===== src/rtl/core/fspa_pkg.sv =====
// Shared constants, codes and control types of the fixed slot pool allocator.
`timescale 1ns / 1ps
package fspa_pkg;

  // Built depth of the pool
  localparam int unsigned MaxSlotsDefault = 1024;

  // Field widths of request and response items and of the capacity register
  localparam int unsigned KIND_W = 2;
  localparam int unsigned IDX_W  = 10;
  localparam int unsigned TYPE_W = 64;
  localparam int unsigned LEN_W  = 32;
  localparam int unsigned CAP_W  = 11;

  // Request kinds
  localparam logic [KIND_W-1:0] KIND_ALLOC   = 2'd0;
  localparam logic [KIND_W-1:0] KIND_FREE    = 2'd1;
  localparam logic [KIND_W-1:0] KIND_INSPECT = 2'd2;

  // Configuration port
  localparam int unsigned PADDR_W = 3;
  localparam int unsigned PDATA_W = 32;
  localparam logic REG_SLOT_BYTES   = 1'b0;
  localparam logic REG_SLOTS_IN_USE = 1'b1;
  localparam logic [LEN_W-1:0] SLOT_BYTES_RST   = 32'd64;
  localparam logic [CAP_W-1:0] SLOTS_IN_USE_RST = 11'd1024;

  // Commands from the controller to the datapath
  typedef struct packed {
    logic capture;  // latch the item and launch the memory reads
    logic commit;   // update state, write memories, load the result
  } fspa_cmd_t;

  // Status from the datapath to the controller
  typedef struct packed {
    logic out_full;  // result register holds an item not yet taken
  } fspa_status_t;

endpackage


===== src/rtl/core/fspa_regs.sv =====
// Configuration register file behind the APB-style port.
`timescale 1ns / 1ps
module fspa_regs (
  input  logic                          clk_i,
  input  logic                          rst_ni,
  input  logic                          psel,
  input  logic                          penable,
  input  logic                          pwrite,
  input  logic [fspa_pkg::PADDR_W-1:0]  paddr,
  input  logic [fspa_pkg::PDATA_W-1:0]  pwdata,
  output logic [fspa_pkg::PDATA_W-1:0]  prdata,
  output logic                          pready,
  output logic [fspa_pkg::LEN_W-1:0]    slot_bytes_o,
  output logic [fspa_pkg::CAP_W-1:0]    slots_in_use_o
);
  import fspa_pkg::*;

  logic             reg_sel;
  logic             wr_en;
  logic [LEN_W-1:0] slot_bytes_q;
  logic [CAP_W-1:0] slots_in_use_q;

  // Decode the register by its word address
  assign reg_sel = paddr[PADDR_W-1];
  assign wr_en   = psel & penable & pwrite;
  assign pready  = 1'b1;

  // Write the selected register in the access cycle
  always_ff @(posedge clk_i or negedge rst_ni) begin
    if (!rst_ni) begin
      slot_bytes_q   <= SLOT_BYTES_RST;
      slots_in_use_q <= SLOTS_IN_USE_RST;
    end else if (wr_en) begin
      case (reg_sel)
        REG_SLOT_BYTES:   slot_bytes_q   <= pwdata[LEN_W-1:0];
        REG_SLOTS_IN_USE: slots_in_use_q <= pwdata[CAP_W-1:0];
        default: ;
      endcase
    end
  end

  // Return the selected register on reads
  always_comb begin
    case (reg_sel)
      REG_SLOT_BYTES:   prdata = PDATA_W'(slot_bytes_q);
      REG_SLOTS_IN_USE: prdata = PDATA_W'(slots_in_use_q);
      default:          prdata = '0;
    endcase
  end

  assign slot_bytes_o   = slot_bytes_q;
  assign slots_in_use_o = slots_in_use_q;

endmodule


===== config.mk =====
export PLATFORM = sky130hd
export DESIGN_NAME = fspa_regs
export DESIGN_NICKNAME = d
export VERILOG_FILES = /design/src/rtl/core/fspa_pkg.sv /design/src/rtl/core/fspa_regs.sv
export SDC_FILE = /design/constraint.sdc
export NUM_CORES = 1
export LEC_CHECK = 0
export ABC_AREA = 1
export BUFFER_PORTS_ARGS = -buffer_cell sky130_fd_sc_hd__buf_2
export CAP_MARGIN = 40
export CORE_MARGIN = 5
export CORE_UTILIZATION = 47
export CTS_CLUSTER_DIAMETER = 60
export DETAILED_ROUTE_END_ITERATION = 10
export MAX_ROUTING_LAYER = met4
export PLACE_DENSITY = 0.93
export SLEW_MARGIN = 40
export SYNTH_ARGS = -nofsm -noshare
export SYNTH_HDL_FRONTEND = slang
export SYNTH_SLANG_ARGS = --single-unit

===== constraint.sdc =====
create_clock -name clk_i -period 1.9 [get_ports clk_i]
set_input_delay 0.095 -clock clk_i [delete_from_list [all_inputs] [get_ports clk_i]]
set_output_delay 0.095 -clock clk_i [all_outputs]
set_load 0.01 [all_outputs]

; ---- Word level (Yosys, flattened, before mapping)
; Cells that the tools add are included.
[word_totals]
elab_cells = 8
out_inout_bits = 76
input_bits = 40
register_bits = 43
[classes]
muxes = 1
bitwise_logic = 3
n_reduce_logical = 2
[ops]
columns = operator, count
row1 = $pmux 32 s2, 1
row2 = $reduce_and 2->1, 2
row3 = $and 1x1->1, 2
row4 = $not 1->1, 1

; ---- Longest topological paths before layout
[logic_depth]
depth_word = 3
ltp_mapped = 6
mapped_depth_nobuf = 4

; ---- Least setup slack after synthesis
; OpenSTA, ideal clock, no wires.
[synth_path]
path_type = input port to flip-flop
startpoint = input paddr[2] in the netlist's numbering
endpoint = register slot_bytes_q[0], in the netlist slot_bytes_o[0]
setup_time_ps = 117
required_ps = 1783
slack_ps = 1092
path_stages = 6
path_buffers = 2
t_arrival_ps = 691
path_cell_list = buf_4 inv_4 nand4_2 buf_2 nand2_1 nand2_1
[synth_between]
elab_chain_cells = 2
[synth_rtl]
columns = element, line
row1 = start: declaration, fspa_regs.sv:9  ; input logic [fspa_pkg::PADDR_W-1:0] paddr,
row2 = $not 1->1 (no line), -
row3 = $reduce_and 2->1 (no line), -
row4 = end signal: assignment, fspa_regs.sv:35  ; REG_SLOT_BYTES: slot_bytes_q <= pwdata[LEN_W-1:0];
row5 = end: declaration, fspa_regs.sv:20  ; logic [LEN_W-1:0] slot_bytes_q;
; Every way passes these cells.
; A chain may end at the register's enable or synchronous reset.

; ---- Worst setup path in the final report
[layout_path]
startpoint = input paddr[2] in the netlist's numbering
endpoint = output prdata[0] in the netlist's numbering
[layout_between]
elab_chain_cells = 2
[layout_rtl]
columns = element, line
row1 = $not 1->1 (no line), -
row2 = $pmux 32 s2 (*), fspa_regs.sv:44  ; case (reg_sel)
row3 = end: declaration, fspa_regs.sv:11  ; output logic [fspa_pkg::PDATA_W-1:0] prdata,
; Mark *: on every way between the ends. The rest lies on a longest branch, timed or not.

==> impl_summary.txt <==
----------------------------------------------------
[Clocking]
  Worst-case clock buffer depth ... 2
  Total number of clock tree sinks ... 43
  Clk pin slew, worst setup/hold paths ... ~0.07 ns
  CTS tree ... done
  Root Buffer Master ... clkbuf_8
  Post-CTS setup buffer count ... 0
  Maximum level of the CTS H-tree ... 2
  Inserted Clock Buffers ... 5
  Insertion delay of the later-clocked pin in the worst-skew pair ... around 0.28 ns

[STA]
  Actual transition at the worst max-transition pin ... 0.578 ns
  Max Fclk ... 0.836 GHz
  Worst slew margin ... 61.4%
  Count of final max-slew check failures ... 0
  Minimum period implied by the final worst setup slack ... 1.20 ns
  Setup repair after global routing missed its margin ... no
  Setup-violating endpoint count in the final report ... 0
  Final period utilization ... ~63%
  Worst clock skew on the final layout ... 0 ns
  Number of hold violations in the final report ... 0
  Sum of negative setup slack ... 0 ns

[Cells and area]
  Ratio of cells with drive above 1 in the final layout ... between 30% and 40%
  Area taken by multi-input logic gates ... 778 µm²
  Post-route non-filler standard cell count ... 433
  Area used by sequential logic in the layout ... roughly 1100 µm²
  Most common library cell in the layout ignoring fill and taps ... nand2_1
  Area added between synthesis and finish ... 32.5%
  Top library cells by usage in the layout, fill and taps aside ... 120 x nand2_1, 111 x buf_2, 43 x nand3_1, 41 x dfrtp_1
  Antenna Diode Count ... 0
  Layout Nets ... 420
  Number of inserted filler cells in the final layout ... 400

[Floorplanning]
  Horizontal die dimension ... 76.2 µm
  Cell Rows ... 24
  Area enclosed by the die boundary ... 5810 µm²
  Height of the chip ... 76.2 µm
  Total core area ... 4290 µm²
  Io pins ... roughly 120
  Effective utilization at floorplan ... between 40% and 50%

[Yosys]
  Post-synthesis sequential area ratio ... 52.3%
  Share of the synthesized area in compound gates (AO/OA/AOI/OAI) ... 0%
  Mapped Avg Cell Area ... 7.58 µm²
  Top cell type's share of synthesized area ... 49.8%
  Share of synthesized cell area in full adder, half adder and majority cells ... 0%
  Most area-hungry cell type in the Yosys netlist ... dfrtp_1
  Cell types occupying the most area after synthesis ... dfrtp_1 50%, nand2_1 22%, nand3_1 10%
  Post-synthesis share of cell area spent on xor and xnor gates ... 0%
  Synthesized cell area ... 2060 µm²
  Share of cell area taken by muxes after synthesis ... 0%
  Net count after synthesis ... 312
  Mapped Cells ... 272
  Main combinational cell family by area after synthesis ... simple AND/OR/NAND/NOR gates
  Yosys Warn Count ... 0
  Count of state elements after synthesis ... 43
  Synthesized-area fraction occupied by and/or/nand/nor cells ... 37.6%
  Number of different library cells in the post-synthesis netlist ... 16

[Global routing]
  Routing usage on met1 ... 21.6%
  Vias in the first global route ... 1,997
  Busiest layer in global routing ... met2
  Overall Global Routing Usage ... 19.4%
  Global-route congestion overflow total ... 0
  Global routing usage on met2 ... about 34%
  Initial antenna violation count ... 0
  Largest net degree at the start of global routing ... 44
  First-pass GRT wire length ... 9230 µm
  Met3 layer usage reported by global route ... 5.91%

[Setup path]
  Signal arrival time at the worst endpoint ... 1.10 ns
  Maximum single-stage delay on the critical path ... 0.39 ns
  CP Buf/Inv Count ... 4
  Origin of the worst setup path ... paddr[2]
  Kind of cell adding the most delay to the critical path ... buffers and inverters
  Slowest library cell on the worst path ... buf_4
  Critical path launch point type ... input port
  Worst-path maximum fanout ... 43
  Reg2Reg Depth ... 2
  Data required, critical path ... 1.80 ns
  Crit. End Element ... output pin
  Sequence of cells on the critical path ... buf_2 -> inv_4 -> buf_4 -> nand2_1 -> nand2_1 -> buf_2
  Register-to-Register Setup Slack ... 1.15 ns
  Worst setup path end ... prdata[0]
  Levels on crit path ... 6
  Endpoint of the most critical register-to-register path ... slots_in_use_o[10]
  Kind of critical path ... input port to output pin
  Origin of the critical flop-to-flop path ... slots_in_use_o[10]

[Detailed routing]
  Vias ... 2,123
  Post-detailed-route via-to-cell ratio ... 4.90
  Routed wirelength normalized by instance count ... 12.6 µm
  Aggregate routed wire length ... 5460 µm
  Residual antenna-violating net count after detailed routing ... 0
  Post-route DRC violation count ... 0
  Initial DRC count ... approximately 120
  Pre-antenna DRT Iters ... 4

[Power and ir drop]
  Net switching component of the power ... 0.861 mW
  Internal Power ... 1.67 mW
  Static power due to leakage ... 1.71 nW
  Portion of total power attributed to combinational logic ... 30.3%
  Switching part of the total power ... roughly a third
  Max rail drop VDD ... 0.691 mV
  Clock group share of total power ... a little over a fifth
  Pwr Density ... 928 nW/µm²
  Sequential share of power ... 48.4%

[Placed design]
  RD Place Congestion ... between 0.7 and 0.8
  Number of port buffers ... about 110
  DP HPWL ... just over 4000 µm
  # placed instances ... ~420

[Job]
  Count of maximum capacitance violations ... 0

[Worst hold path]
  Path type of the worst min-delay path ... input port to flop

[Outcome]
  Run status ... completed

----------------------------------------------------
-- sequential cells by signal (all words and copies together) (netlist names) --
| signal | cells |
|---|---|
| slot_bytes_o | 32 |
| slots_in_use_o | 11 |
-- layer usage --
layer  vias up  wire length, µm
met4         0               57
li1       1043                -
met3         6              456
met5         -                0
met1       993             2210
met2        81             2730
-- through the flow --
step / worst slack [ns] / instance area, µm² / power (mW) / hold slack (ns) / util (%)
finish: 0.703 / 2730 / 2.53 / 0.0406 / 63.6
global route: 0.606 / 2730 / 2.71 / 0.0337 / 63.6
CTS: 0.706 / 2730 / 2.57 / 0.0287 / 63.5
detailed placement: 0.559 / 2640 / 2.02 / 0.191 / 61.4
global placement: 0.398 / 2620 / 1.98 / 0.179 / 61.0
floorplan: 1.09 / 2060 / 1.63 / -0.201 / -
-- cell usage after synthesis --
library cell,number
dfrtp_1,41
buf_6,4
nand4_1,1
inv_4,1
nand2_1,120
nor2_4,1
nor2_1,21
buf_2,8
dfstp_2,2
inv_2,1
clkbuf_1,4
inv_1,21
buf_4,2
conb_1,1
nand3_1,43
nand4_2,1
-- worst reg2reg max path, stage by stage, from the launching register on --
cell and delay [ns]:
dfstp_2 0.56, nand2_1 0.06, nand2_1 0.08
-- how the worst min path moves through the flow --
stage                           from                 end  cells after the start  slack (ns)
after CTS                 pwdata[29]    slot_bytes_o[29]                      3        0.03
after floorplan               rst_ni     slot_bytes_o[0]                      0       -0.20
after global routing      pwdata[23]    slot_bytes_o[23]                      3        0.03
after global placement        rst_ni    slot_bytes_o[27]                      1        0.18
after detailed placement      rst_ni    slot_bytes_o[28]                      1        0.19
final                     pwdata[10]  slots_in_use_o[10]                      3        0.04
-- cells by family after synthesis --
kind of cell	count (synthesis)
buffers and inverters	41
DFF	43
other	1
and+or+nand+nor	187
-- what timing repair did --
item	CTS	global route
hold buffers	1	0
hold endpoints to repair	29	0
gates resized for setup	0	0
-- power groups by stage --
| stage | combinational [mW] | sequential, mW | clock (mW) |
|---|---|---|---|
| 2_1_floorplan | 0.320 | 1.31 | 0 |
| 3_3_place_gp | 0.754 | 1.23 | 0 |
| 3_5_place_dp | 0.781 | 1.24 | 0 |
| 4_1_cts | 0.782 | 1.23 | 0.563 |
| 5_1_grt | 0.864 | 1.25 | 0.599 |
| 6_report | 0.766 | 1.23 | 0.540 |
-- layout make-up --
cell class | count | share of cell area (%)
Sequential cell | 43 | 39.5
Multi-Input combinational cell | 188 | 28.5
Timing Repair Buffer | 119 | 23.4
Inverter | 23 | 3.25
Clock buffer | 7 | 2.80
Tap cell | 52 | 2.38
Clock inverter | 1 | 0.183
(Power assumes the default switching activity.)
